$ cat src/rtl/core/dlp_pkg.sv
// Types and constants for the argument deframer.
package dlp_pkg;

    // Configuration register map
    localparam int CFG_IDX_W  = 1;
    localparam int CFG_DATA_W = 7;
    localparam logic [CFG_IDX_W-1:0] CFG_PARSE_MODE  = 1'd0;
    localparam logic [CFG_IDX_W-1:0] CFG_EXPECTED_ID = 1'd1;

    // Queue between front and back
    localparam int Q_DEPTH = 2;
    localparam int Q_PTR_W = 1;
    localparam int Q_CNT_W = 2;

    // Result kinds
    localparam logic [1:0] KIND_HDR  = 2'd0;
    localparam logic [1:0] KIND_ARG  = 2'd1;
    localparam logic [1:0] KIND_DATA = 2'd2;
    localparam logic [1:0] KIND_ERR  = 2'd3;

    // Error codes
    localparam logic [1:0] ERR_NONE     = 2'd0;
    localparam logic [1:0] ERR_NOT_RESP = 2'd1;
    localparam logic [1:0] ERR_ID       = 2'd2;
    localparam logic [1:0] ERR_TRUNC    = 2'd3;

    typedef enum logic [3:0] {
        PH_ID        = 4'd0,
        PH_COUNT     = 4'd1,
        PH_STATUS    = 4'd2,
        PH_ARG_FIRST = 4'd3,
        PH_TINY_SIZE = 4'd4,
        PH_SMALL_PAD = 4'd5,
        PH_SMALL_SZ  = 4'd6,
        PH_LONG_LO   = 4'd7,
        PH_LONG_SZ   = 4'd8,
        PH_DATA      = 4'd9,
        PH_DONE      = 4'd10,
        PH_DISCARD   = 4'd11
    } phase_t;

    typedef enum logic [1:0] {
        CLS_TINY  = 2'd0,
        CLS_SMALL = 2'd1,
        CLS_LONG  = 2'd2
    } arg_class_t;

    typedef struct packed {
        logic [7:0] data_byte_in;
        logic       end_of_message;
    } in_t;

    typedef struct packed {
        logic [1:0]  kind;
        logic [7:0]  msg_id;
        logic [7:0]  arg_count;
        logic [15:0] status_word;
        logic [7:0]  arg_index;
        logic [13:0] arg_id;
        logic [31:0] arg_size;
        logic [7:0]  data_byte_out;
        logic [1:0]  error_code;
        logic        last_of_arg;
    } out_t;

    typedef struct packed {
        logic [7:0] data_byte;
        logic       eom;
        arg_class_t arg_class;
    } item_t;

    typedef struct packed {
        logic       parse_mode;
        logic [6:0] expected_id;
    } cfg_t;

endpackage

$ cat src/rtl/core/dlp_front.sv
// Front end: accepts bytes, classifies them and queues them for the parser.
module dlp_front (
    input  logic             aclk,
    input  logic             aresetn,
    input  logic             s_valid,
    output logic             s_ready,
    input  dlp_pkg::in_t     s_data,
    output logic             head_valid,
    output dlp_pkg::item_t   head,
    input  logic             pop
);

    dlp_pkg::item_t                 q_mem [dlp_pkg::Q_DEPTH];
    logic [dlp_pkg::Q_PTR_W-1:0]    wr_ptr_reg, wr_ptr_next;
    logic [dlp_pkg::Q_PTR_W-1:0]    rd_ptr_reg, rd_ptr_next;
    logic [dlp_pkg::Q_CNT_W-1:0]    cnt_reg, cnt_next;
    dlp_pkg::item_t                 cls_item;
    logic                           push;

    // Class from the top two bits; only meaningful on an argument's first byte
    always_comb begin
        cls_item.data_byte = s_data.data_byte_in;
        cls_item.eom       = s_data.end_of_message;
        unique case (s_data.data_byte_in[7:6])
            2'b11:   cls_item.arg_class = dlp_pkg::CLS_LONG;
            2'b10:   cls_item.arg_class = dlp_pkg::CLS_SMALL;
            default: cls_item.arg_class = dlp_pkg::CLS_TINY;
        endcase
    end

    assign s_ready    = (cnt_reg != dlp_pkg::Q_CNT_W'(dlp_pkg::Q_DEPTH));
    assign push       = s_valid && s_ready;
    assign head_valid = (cnt_reg != '0);
    assign head       = q_mem[rd_ptr_reg];

    always_comb begin
        wr_ptr_next = push ? wr_ptr_reg + 1'b1 : wr_ptr_reg;
        rd_ptr_next = pop ? rd_ptr_reg + 1'b1 : rd_ptr_reg;
        cnt_next    = cnt_reg + dlp_pkg::Q_CNT_W'(push) - dlp_pkg::Q_CNT_W'(pop);
    end

    always_ff @(posedge aclk) begin
        if (push) begin
            q_mem[wr_ptr_reg] <= cls_item;
        end
    end

    always_ff @(posedge aclk) begin
        if (!aresetn) begin
            wr_ptr_reg <= '0;
            rd_ptr_reg <= '0;
            cnt_reg    <= '0;
        end else begin
            wr_ptr_reg <= wr_ptr_next;
            rd_ptr_reg <= rd_ptr_next;
            cnt_reg    <= cnt_next;
        end
    end

endmodule

$ cat src/rtl/core/dlp_back.sv
// Back end: message parser state machine and result register.
module dlp_back (
    input  logic             aclk,
    input  logic             aresetn,
    input  dlp_pkg::cfg_t    cfg,
    input  logic             head_valid,
    input  dlp_pkg::item_t   head,
    output logic             pop,
    output logic             m_valid,
    input  logic             m_ready,
    output dlp_pkg::out_t    m_data
);

    dlp_pkg::phase_t phase_reg, phase_next, phase_mid;
    logic [2:0]  fbc_reg, fbc_next;
    logic [7:0]  saved_id_reg, saved_id_next;
    logic [7:0]  saved_count_reg, saved_count_next;
    logic [15:0] saved_status_reg, saved_status_next;
    logic [7:0]  cur_index_reg, cur_index_next;
    logic [13:0] cur_arg_id_reg, cur_arg_id_next;
    logic [31:0] bytes_rem_reg, bytes_rem_next;
    logic        m_valid_reg, m_valid_next;
    dlp_pkg::out_t m_data_reg, m_data_next;

    logic [7:0]  b;
    logic        eom;
    logic [2:0]  fbc_inc;
    logic [31:0] br_shift;
    logic [31:0] br_dec;
    logic        last_arg;
    logic [1:0]  hdr_err;
    dlp_pkg::phase_t arg_after;
    logic        trunc;

    logic        res_has;
    logic [1:0]  res_kind;
    logic [1:0]  res_err;
    logic [7:0]  res_index;
    logic [13:0] res_id;
    logic [31:0] res_size;
    logic [7:0]  res_data;
    logic        res_last;
    logic        finish;

    assign b        = head.data_byte;
    assign eom      = head.eom;
    assign fbc_inc  = fbc_reg + 3'd1;
    assign br_shift = {bytes_rem_reg[23:0], b};
    assign br_dec   = bytes_rem_reg - 32'd1;
    assign last_arg = ({1'b0, cur_index_reg} + 9'd1) >= {1'b0, saved_count_reg};
    assign arg_after = last_arg ? dlp_pkg::PH_DONE : dlp_pkg::PH_ARG_FIRST;
    assign pop      = head_valid && (!m_valid_reg || m_ready);

    always_comb begin
        if (!saved_id_reg[7]) begin
            hdr_err = dlp_pkg::ERR_NOT_RESP;
        end else if (saved_id_reg[6:0] != cfg.expected_id) begin
            hdr_err = dlp_pkg::ERR_ID;
        end else begin
            hdr_err = dlp_pkg::ERR_NONE;
        end
    end

    // Next state
    always_comb begin
        phase_mid = phase_reg;
        unique case (phase_reg)
            dlp_pkg::PH_ID: begin
                phase_mid = dlp_pkg::PH_COUNT;
            end
            dlp_pkg::PH_COUNT: begin
                if (cfg.parse_mode) begin
                    phase_mid = dlp_pkg::PH_STATUS;
                end else begin
                    phase_mid = (b != 8'd0) ? dlp_pkg::PH_ARG_FIRST : dlp_pkg::PH_DONE;
                end
            end
            dlp_pkg::PH_STATUS: begin
                if (fbc_inc >= 3'd2) begin
                    if (hdr_err != dlp_pkg::ERR_NONE) begin
                        phase_mid = dlp_pkg::PH_DISCARD;
                    end else begin
                        phase_mid = (saved_count_reg != 8'd0) ? dlp_pkg::PH_ARG_FIRST
                                                              : dlp_pkg::PH_DONE;
                    end
                end
            end
            dlp_pkg::PH_ARG_FIRST: begin
                unique case (head.arg_class)
                    dlp_pkg::CLS_LONG:  phase_mid = dlp_pkg::PH_LONG_LO;
                    dlp_pkg::CLS_SMALL: phase_mid = dlp_pkg::PH_SMALL_PAD;
                    default:            phase_mid = dlp_pkg::PH_TINY_SIZE;
                endcase
            end
            dlp_pkg::PH_TINY_SIZE: begin
                phase_mid = (b == 8'd0) ? arg_after : dlp_pkg::PH_DATA;
            end
            dlp_pkg::PH_SMALL_PAD: begin
                phase_mid = dlp_pkg::PH_SMALL_SZ;
            end
            dlp_pkg::PH_SMALL_SZ: begin
                if (fbc_inc >= 3'd2) begin
                    phase_mid = (br_shift == 32'd0) ? arg_after : dlp_pkg::PH_DATA;
                end
            end
            dlp_pkg::PH_LONG_LO: begin
                phase_mid = dlp_pkg::PH_LONG_SZ;
            end
            dlp_pkg::PH_LONG_SZ: begin
                if (fbc_inc >= 3'd4) begin
                    phase_mid = (br_shift == 32'd0) ? arg_after : dlp_pkg::PH_DATA;
                end
            end
            dlp_pkg::PH_DATA: begin
                if (br_dec == 32'd0) begin
                    phase_mid = arg_after;
                end
            end
            default: begin
                phase_mid = phase_reg;
            end
        endcase
        trunc = eom && (phase_mid != dlp_pkg::PH_DONE) && (phase_mid != dlp_pkg::PH_DISCARD);
        phase_next = eom ? dlp_pkg::PH_ID : phase_mid;
    end

    // Datapath and result
    always_comb begin
        fbc_next          = fbc_reg;
        saved_id_next     = saved_id_reg;
        saved_count_next  = saved_count_reg;
        saved_status_next = saved_status_reg;
        cur_index_next    = cur_index_reg;
        cur_arg_id_next   = cur_arg_id_reg;
        bytes_rem_next    = bytes_rem_reg;
        res_has   = 1'b0;
        res_kind  = dlp_pkg::KIND_HDR;
        res_err   = dlp_pkg::ERR_NONE;
        res_index = '0;
        res_id    = '0;
        res_size  = '0;
        res_data  = '0;
        res_last  = 1'b0;
        finish    = 1'b0;

        unique case (phase_reg)
            dlp_pkg::PH_ID: begin
                saved_id_next     = b;
                saved_count_next  = '0;
                saved_status_next = '0;
                cur_index_next    = '0;
                cur_arg_id_next   = '0;
                bytes_rem_next    = '0;
                fbc_next          = '0;
            end
            dlp_pkg::PH_COUNT: begin
                saved_count_next = b;
                if (cfg.parse_mode) begin
                    fbc_next = '0;
                end else begin
                    res_has = 1'b1;
                end
            end
            dlp_pkg::PH_STATUS: begin
                saved_status_next = {saved_status_reg[7:0], b};
                fbc_next          = fbc_inc;
                if (fbc_inc >= 3'd2) begin
                    res_has = 1'b1;
                    if (hdr_err != dlp_pkg::ERR_NONE) begin
                        res_kind = dlp_pkg::KIND_ERR;
                        res_err  = hdr_err;
                    end
                end
            end
            dlp_pkg::PH_ARG_FIRST: begin
                bytes_rem_next = '0;
                fbc_next       = '0;
                if (head.arg_class == dlp_pkg::CLS_LONG) begin
                    cur_arg_id_next = {b[5:0], 8'd0};
                end else begin
                    cur_arg_id_next = {8'd0, b[5:0]};
                end
            end
            dlp_pkg::PH_TINY_SIZE: begin
                bytes_rem_next = {24'd0, b};
                finish         = 1'b1;
            end
            dlp_pkg::PH_SMALL_PAD: begin
                fbc_next = '0;
            end
            dlp_pkg::PH_SMALL_SZ: begin
                bytes_rem_next = br_shift;
                fbc_next       = fbc_inc;
                finish         = (fbc_inc >= 3'd2);
            end
            dlp_pkg::PH_LONG_LO: begin
                cur_arg_id_next = {cur_arg_id_reg[13:8], cur_arg_id_reg[7:0] | b};
                fbc_next        = '0;
            end
            dlp_pkg::PH_LONG_SZ: begin
                bytes_rem_next = br_shift;
                fbc_next       = fbc_inc;
                finish         = (fbc_inc >= 3'd4);
            end
            dlp_pkg::PH_DATA: begin
                res_has        = 1'b1;
                res_kind       = dlp_pkg::KIND_DATA;
                res_index      = cur_index_reg;
                res_id         = cur_arg_id_reg;
                res_size       = bytes_rem_reg;
                res_data       = b;
                res_last       = (bytes_rem_reg == 32'd1);
                bytes_rem_next = br_dec;
            end
            default: begin
                fbc_next = fbc_reg;
            end
        endcase

        if (finish) begin
            res_has   = 1'b1;
            res_kind  = dlp_pkg::KIND_ARG;
            res_index = cur_index_reg;
            res_id    = cur_arg_id_reg;
            res_size  = bytes_rem_next;
        end

        // Advance to the next argument header
        if (phase_mid == dlp_pkg::PH_ARG_FIRST && phase_reg != dlp_pkg::PH_COUNT &&
            phase_reg != dlp_pkg::PH_STATUS) begin
            cur_index_next = cur_index_reg + 8'd1;
        end

        if (eom) begin
            fbc_next = '0;
        end

        // Truncation replaces whatever this byte would have reported
        if (trunc) begin
            res_has   = 1'b1;
            res_kind  = dlp_pkg::KIND_ERR;
            res_err   = dlp_pkg::ERR_TRUNC;
            res_index = '0;
            res_id    = '0;
            res_size  = '0;
            res_data  = '0;
            res_last  = 1'b0;
        end

        m_data_next.kind          = res_kind;
        m_data_next.msg_id        = saved_id_next;
        m_data_next.arg_count     = saved_count_next;
        m_data_next.status_word   = saved_status_next;
        m_data_next.arg_index     = res_index;
        m_data_next.arg_id        = res_id;
        m_data_next.arg_size      = res_size;
        m_data_next.data_byte_out = res_data;
        m_data_next.error_code    = res_err;
        m_data_next.last_of_arg   = res_last;

        m_valid_next = pop ? res_has : (m_valid_reg && !m_ready);
    end

    always_ff @(posedge aclk) begin
        if (pop && res_has) begin
            m_data_reg <= m_data_next;
        end
    end

    always_ff @(posedge aclk) begin
        if (!aresetn) begin
            phase_reg        <= dlp_pkg::PH_ID;
            fbc_reg          <= '0;
            saved_id_reg     <= '0;
            saved_count_reg  <= '0;
            saved_status_reg <= '0;
            cur_index_reg    <= '0;
            cur_arg_id_reg   <= '0;
            bytes_rem_reg    <= '0;
            m_valid_reg      <= 1'b0;
        end else begin
            m_valid_reg <= m_valid_next;
            if (pop) begin
                phase_reg        <= phase_next;
                fbc_reg          <= fbc_next;
                saved_id_reg     <= saved_id_next;
                saved_count_reg  <= saved_count_next;
                saved_status_reg <= saved_status_next;
                cur_index_reg    <= cur_index_next;
                cur_arg_id_reg   <= cur_arg_id_next;
                bytes_rem_reg    <= bytes_rem_next;
            end
        end
    end

    assign m_valid = m_valid_reg;
    assign m_data  = m_data_reg;

endmodule

$ cat src/rtl/core/dlp_argument_deframer.sv
// Top level of the argument deframer: config registers, front queue and parser.
//
// Usage:
//   s_valid/s_ready/s_data carry one message byte per transfer, with
//   end_of_message set on the final byte. m_valid/m_ready/m_data carry at
//   most one result per byte: header done, argument header, data byte, or
//   error. Bytes that give no result (header fields, trailing bytes, bytes
//   after an error) are consumed silently.
//   cfg_we/cfg_addr/cfg_wdata write parse_mode (index 0) and expected_id
//   (index 1); write them only while no message byte is in flight.
// Timing:
//   One byte per cycle sustained while no result stalls on m_ready. A byte
//   transfers into the two-entry input queue, the parser takes it from
//   there, and the parser's output register holds the result on m_valid.
// Reset (aresetn low, synchronous): the queue empties, the parser returns
//   to the message id field, parse_mode resets to 1 and expected_id to 0.
// Stall: while m_ready is low a pending result holds, the parser stops,
//   and up to two more bytes gather in the queue before s_ready drops.
module dlp_argument_deframer (
    input  logic                           aclk,
    input  logic                           aresetn,
    input  logic                           s_valid,
    output logic                           s_ready,
    input  dlp_pkg::in_t                   s_data,
    output logic                           m_valid,
    input  logic                           m_ready,
    output dlp_pkg::out_t                  m_data,
    input  logic                           cfg_we,
    input  logic [dlp_pkg::CFG_IDX_W-1:0]  cfg_addr,
    input  logic [dlp_pkg::CFG_DATA_W-1:0] cfg_wdata
);

    dlp_pkg::cfg_t  cfg_reg, cfg_next;
    logic           head_valid;
    dlp_pkg::item_t head;
    logic           pop;

    always_comb begin
        cfg_next = cfg_reg;
        if (cfg_we) begin
            unique case (cfg_addr)
                dlp_pkg::CFG_PARSE_MODE:  cfg_next.parse_mode  = cfg_wdata[0];
                dlp_pkg::CFG_EXPECTED_ID: cfg_next.expected_id = cfg_wdata[6:0];
                default:                  cfg_next = cfg_reg;
            endcase
        end
    end

    always_ff @(posedge aclk) begin
        if (!aresetn) begin
            cfg_reg.parse_mode  <= 1'b1;
            cfg_reg.expected_id <= '0;
        end else begin
            cfg_reg <= cfg_next;
        end
    end

    dlp_front u_front (
        .aclk       (aclk),
        .aresetn    (aresetn),
        .s_valid    (s_valid),
        .s_ready    (s_ready),
        .s_data     (s_data),
        .head_valid (head_valid),
        .head       (head),
        .pop        (pop)
    );

    dlp_back u_back (
        .aclk       (aclk),
        .aresetn    (aresetn),
        .cfg        (cfg_reg),
        .head_valid (head_valid),
        .head       (head),
        .pop        (pop),
        .m_valid    (m_valid),
        .m_ready    (m_ready),
        .m_data     (m_data)
    );

endmodule

$ cat config.mk
export PLATFORM = sky130hd
export DESIGN_NAME = dlp_argument_deframer
export DESIGN_NICKNAME = d
export VERILOG_FILES = /design/src/rtl/core/dlp_pkg.sv /design/src/rtl/core/dlp_front.sv /design/src/rtl/core/dlp_back.sv /design/src/rtl/core/dlp_argument_deframer.sv
export SDC_FILE = /design/constraint.sdc
export NUM_CORES = 1
export LEC_CHECK = 0
export CAP_MARGIN = 10
export CORE_MARGIN = 2
export CORE_UTILIZATION = 60
export DETAILED_ROUTE_END_ITERATION = 8
export DONT_BUFFER_PORTS = 1
export PLACE_DENSITY_LB_ADDON = 0.3
export RECOVER_POWER = 50
export REMOVE_ABC_BUFFERS = 1
export SLEW_MARGIN = 20
export SYNTH_ARGS = -nofsm -noshare
export SYNTH_HDL_FRONTEND = slang
export SYNTH_HIERARCHICAL = 1
export SYNTH_SLANG_ARGS = --single-unit
export TNS_END_PERCENT = 50
$ cat constraint.sdc
create_clock -name aclk -period 14.4 [get_ports aclk]
set_input_delay 1.44 -clock aclk [delete_from_list [all_inputs] [get_ports aclk]]
set_output_delay 1.44 -clock aclk [all_outputs]
set_load 0.1 [all_outputs]
==> impl_metrics.csv <==
group,metric,value,unit
die,initial_utilization,0.617,
timing,skew,10.8,ps
clocking,cts_setup_buffers,0,
final_layout,multi_input_area,4910,um^2
timing,finalHoldWorstSlack,456,ps
hold_path,worstHoldPathType,"flop to flop",
final_layout,antennaDiodeCount,0,
placed_design,post_place_setup_slack,8520,ps
timing,final_critical_path_setup_slack,7150,ps
global_routing,globalRoute.totalOverflow,0,
timing,maxSlewHeadroom,-1.28,
final_layout,layout_common_cells,"137 x sky130_fd_sc_hd__nor2_1, 121 x sky130_fd_sc_hd__edfxtp_1, 113 x sky130_fd_sc_hd__nand2_1",
placed_design,io_buffers,0,
setup_path,cp_data_arrival_time,7630,ps
setup_path,worst_path_largest_cell_delay,2430,ps
synthesis,synth_xor_xnor_area_share,0.0164,
die,die_h,141,um
setup_path,worstPathCellList,"nand2b_1, nand2_1, clkbuf_1, inv_1, clkbuf_1, nand2_1, o311ai_0, a21oi_1",
timing,tightestPinTransition,3420,ps
synthesis,synth_edf_count,121,
setup_path,critPathSlowestCell,"sky130_fd_sc_hd__clkbuf_1",
timing,max_freq,0.138,GHz
route,drt_wl_total,27.5,mm
synthesis,post_synth_instance_area,11200,um^2
hold_path,hold_depth,2,
global_routing,grt_start_max_net_pins,80,
route,ant_nets,0,
clocking,postCtsHoldBufs,0,
clocking,path_clk_slew,60,ps
global_routing,grt_first_pass_wirelength,44.2,mm
global_routing,grt.total_usage,0.274,
route,firstDrtPassIters,6,
die,io_pins,123,
synthesis,synthAdderAreaFrac,0.0190,
setup_path,cp-end-kind,"flop",
clocking,ctsRootBufferMaster,"sky130_fd_sc_hd__clkbuf_16",
die,dieArea,19800,um^2
clocking,clock-sinks,228,
final_layout,stdcell_area,11900,um^2
power_and_ir_drop,p_leak,4.12,nW
final_layout,layout.cells.most_common,"sky130_fd_sc_hd__nor2_1",
setup_path,worst-path-max-fanout,79,
timing,final.setup.tns,0,ps
clocking,number_of_instances_resized_during_post_cts_repair,0,
clocking,htree_levels,1,
route,wl_per_cell,20.5,um
route,first_iter_violations,1087,
final_layout,total_number_of_nets_in_the_final_design,1137,
power_and_ir_drop,p_per_area,266,nW/um^2
setup_path,worst_setup_path_start_kind,"input port",
synthesis,synth_register_bits,228,
status,failing_checks,"capacitance limit, slew limit",
job,maximum_capacitance_violations,3,
timing,report.final.slew_viol_count,151,
synthesis,ys_seq_area_frac,0.516,
clocking,clock_insertion_delay_worst_skew,520,ps
final_layout,largest_register_ff_count,99,
final_layout,fill_cells,1468,
timing,fin_crit,7250,ps
synthesis,post_synth_and_or_nand_nor_area_fraction,0.199,
synthesis,post_synth_inst_count,1156,
placed_design,place_hpwl,18.0,mm
clocking,cts-buffers-inserted,23,
setup_path,rr_worst_depth,8,
timing,report.final.setup_viol,0,
placed_design,finalWeightedCongestion,1.00,
synthesis,post_synth_mux_area_share,0.0200,
clocking,cts-root-to-sink-buffers,3,
route,drcViolationCount,0,
die,placement_rows,49,
global_routing,first_global_vias,8186,
setup_path,critical_path_class,"input port to flop",
timing,post-route-period-util,0.504,
synthesis,synth_area_per_cell,9.69,um^2
timing,finalHoldViolations,0,
power_and_ir_drop,vdd.ir_drop.worst,0.139,mV
setup_path,timing.critical_path.required,14770,ps
final_layout,regArea,5780,um^2
synthesis,synth_cell_type_count,69,
route,via_count,8830,
global_routing,antenna_found_initial,0,
final_layout,synthesis_to_finish_area_growth,6.33,%
placed_design,placedInstanceArea,11200,um^2
route,via_per_inst,6.57,
synthesis,synth_warnings,6,
status,run_status,"finished, violations left",
synthesis,asyncSetResetFlopFracSynth,0,
synthesis,compound_gate_portion_of_the_synthesized_area,0.182,
synthesis,synth_top_family_by_area,"simple AND/OR/NAND/NOR gates",
die,core,18100,um^2
synthesis,synth_top_flop_cell,"sky130_fd_sc_hd__edfxtp_1",
final_layout,drive_gt1_frac,0.0915,
die,dieWidth,141,um
clocking,cts_tree,"yes",
timing,grt_setup_unrepaired,"false",
==> worst max-delay path, delay by kind of cell <==
| family | cells | cell delay (ps) |
|---|---|---|
| buffers and inverters | 3 | 3790 |
| and+or+nand+nor | 3 | 1740 |
| AOI/OAI and AO/OA | 2 | 570 |
==> path summary, 6_finish.rpt <==
| kind | endpoint | start | slack [ps] |
|---|---|---|---|
| setup reg to reg | u_back/cur_index_reg[4] | u_back/m_valid | 7240 |
| hold / removal | u_back/saved_status_reg[13] | u_back/saved_status_reg[13] | 460 |
| hold reg to reg | u_back/saved_status_reg[13] | u_back/saved_status_reg[13] | 460 |
| setup / recovery | u_back/cur_index_reg[4] | m_ready | 7150 |
==> Yosys cell counts, types with 5 or more instances <==
cell type	count	area (um^2)
sky130_fd_sc_hd__buf_2	8	40.0
sky130_fd_sc_hd__buf_6	6	67.6
sky130_fd_sc_hd__nand2_1	113	424
sky130_fd_sc_hd__nor2_1	139	522
sky130_fd_sc_hd__or2_2	15	93.8
sky130_fd_sc_hd__clkbuf_1	75	282
sky130_fd_sc_hd__o21ai_2	8	70.1
sky130_fd_sc_hd__nand4_1	19	119
sky130_fd_sc_hd__edfxtp_1	121	3630
sky130_fd_sc_hd__o21ai_0	41	205
sky130_fd_sc_hd__ha_1	17	213
sky130_fd_sc_hd__nor2b_1	9	56.3
sky130_fd_sc_hd__o2111ai_1	6	52.6
sky130_fd_sc_hd__and2_1	10	62.6
sky130_fd_sc_hd__nand3_1	13	65.1
sky130_fd_sc_hd__a22oi_1	7	52.6
sky130_fd_sc_hd__inv_1	23	86.3
sky130_fd_sc_hd__and3_1	11	68.8
sky130_fd_sc_hd__xor2_1	11	96.3
sky130_fd_sc_hd__nand3b_1	9	67.6
sky130_fd_sc_hd__mux2_2	19	214
sky130_fd_sc_hd__nor3_1	31	155
sky130_fd_sc_hd__a21o_1	7	52.6
sky130_fd_sc_hd__nor4_1	19	119
sky130_fd_sc_hd__o311ai_0	8	70.1
sky130_fd_sc_hd__a211oi_1	34	255
sky130_fd_sc_hd__dfxtp_1	107	2140
sky130_fd_sc_hd__nor3b_1	25	188
sky130_fd_sc_hd__or3_1	12	75.1
sky130_fd_sc_hd__xnor2_1	10	87.6
sky130_fd_sc_hd__a22o_1	36	315
sky130_fd_sc_hd__nand2b_1	6	37.5
sky130_fd_sc_hd__a222oi_1	6	60.1
sky130_fd_sc_hd__a21oi_1	93	465
sky130_fd_sc_hd__a221oi_1	19	166
sky130_fd_sc_hd__buf_4	5	37.5
==> cell families (layout without fill, tap and decap cells) <==
| kind of cell | after synthesis | count (layout) |
|---|---|---|
| xor gates and xnor gates | 21 | 21 |
| DFF | 228 | 228 |
| adders and majority gates | 17 | 17 |
| muxes | 20 | 20 |
| AOI/OAI and AO/OA | 298 | 298 |
| buffers and inverters | 122 | 81 |
| and+or+nand+nor | 450 | 450 |
==> routing by layer <==
layer	vias to the layer above	global-route usage	part of all wire	routed length, um
met3	49	0.0747	0.11	3090
li1	4152	-	-	-
met2	490	0.408	0.44	12100
met5	-	0	0	0
met1	4139	0.399	0.43	11900
met4	0	0.0753	0.018	494
==> layout make-up <==
class	count	area share
Tap cell	229	0.0241
Multi-Input combinational cell	806	0.413
Clock inverter	14	0.0110
Inverter	25	0.00788
Sequential cell	228	0.485
Timing Repair Buffer	14	0.00757
Clock buffer	28	0.0516
==> metrics by stage <==
| step | util | std cells | total power [mW] |
|---|---|---|---|
| 2_1_floorplan | - | 1059 | 2.28 |
| 3_3_place_gp | 0.617 | 1302 | 2.55 |
| 3_5_place_dp | 0.617 | 1302 | 2.56 |
| 4_1_cts | 0.658 | 1344 | 3.15 |
| 5_1_grt | 0.656 | 1344 | 3.31 |
| 6_report | 0.656 | 1344 | 3.16 |
==> report_power, final <==
part           leakage [nW]  internal [mW]  switching (mW)
clock network         0.368          0.341           0.247
logic                  1.73          0.312           0.621
registers              2.02          0.889           0.755
total                  4.12           1.54            1.62
Power figures use the tool's default switching activity.
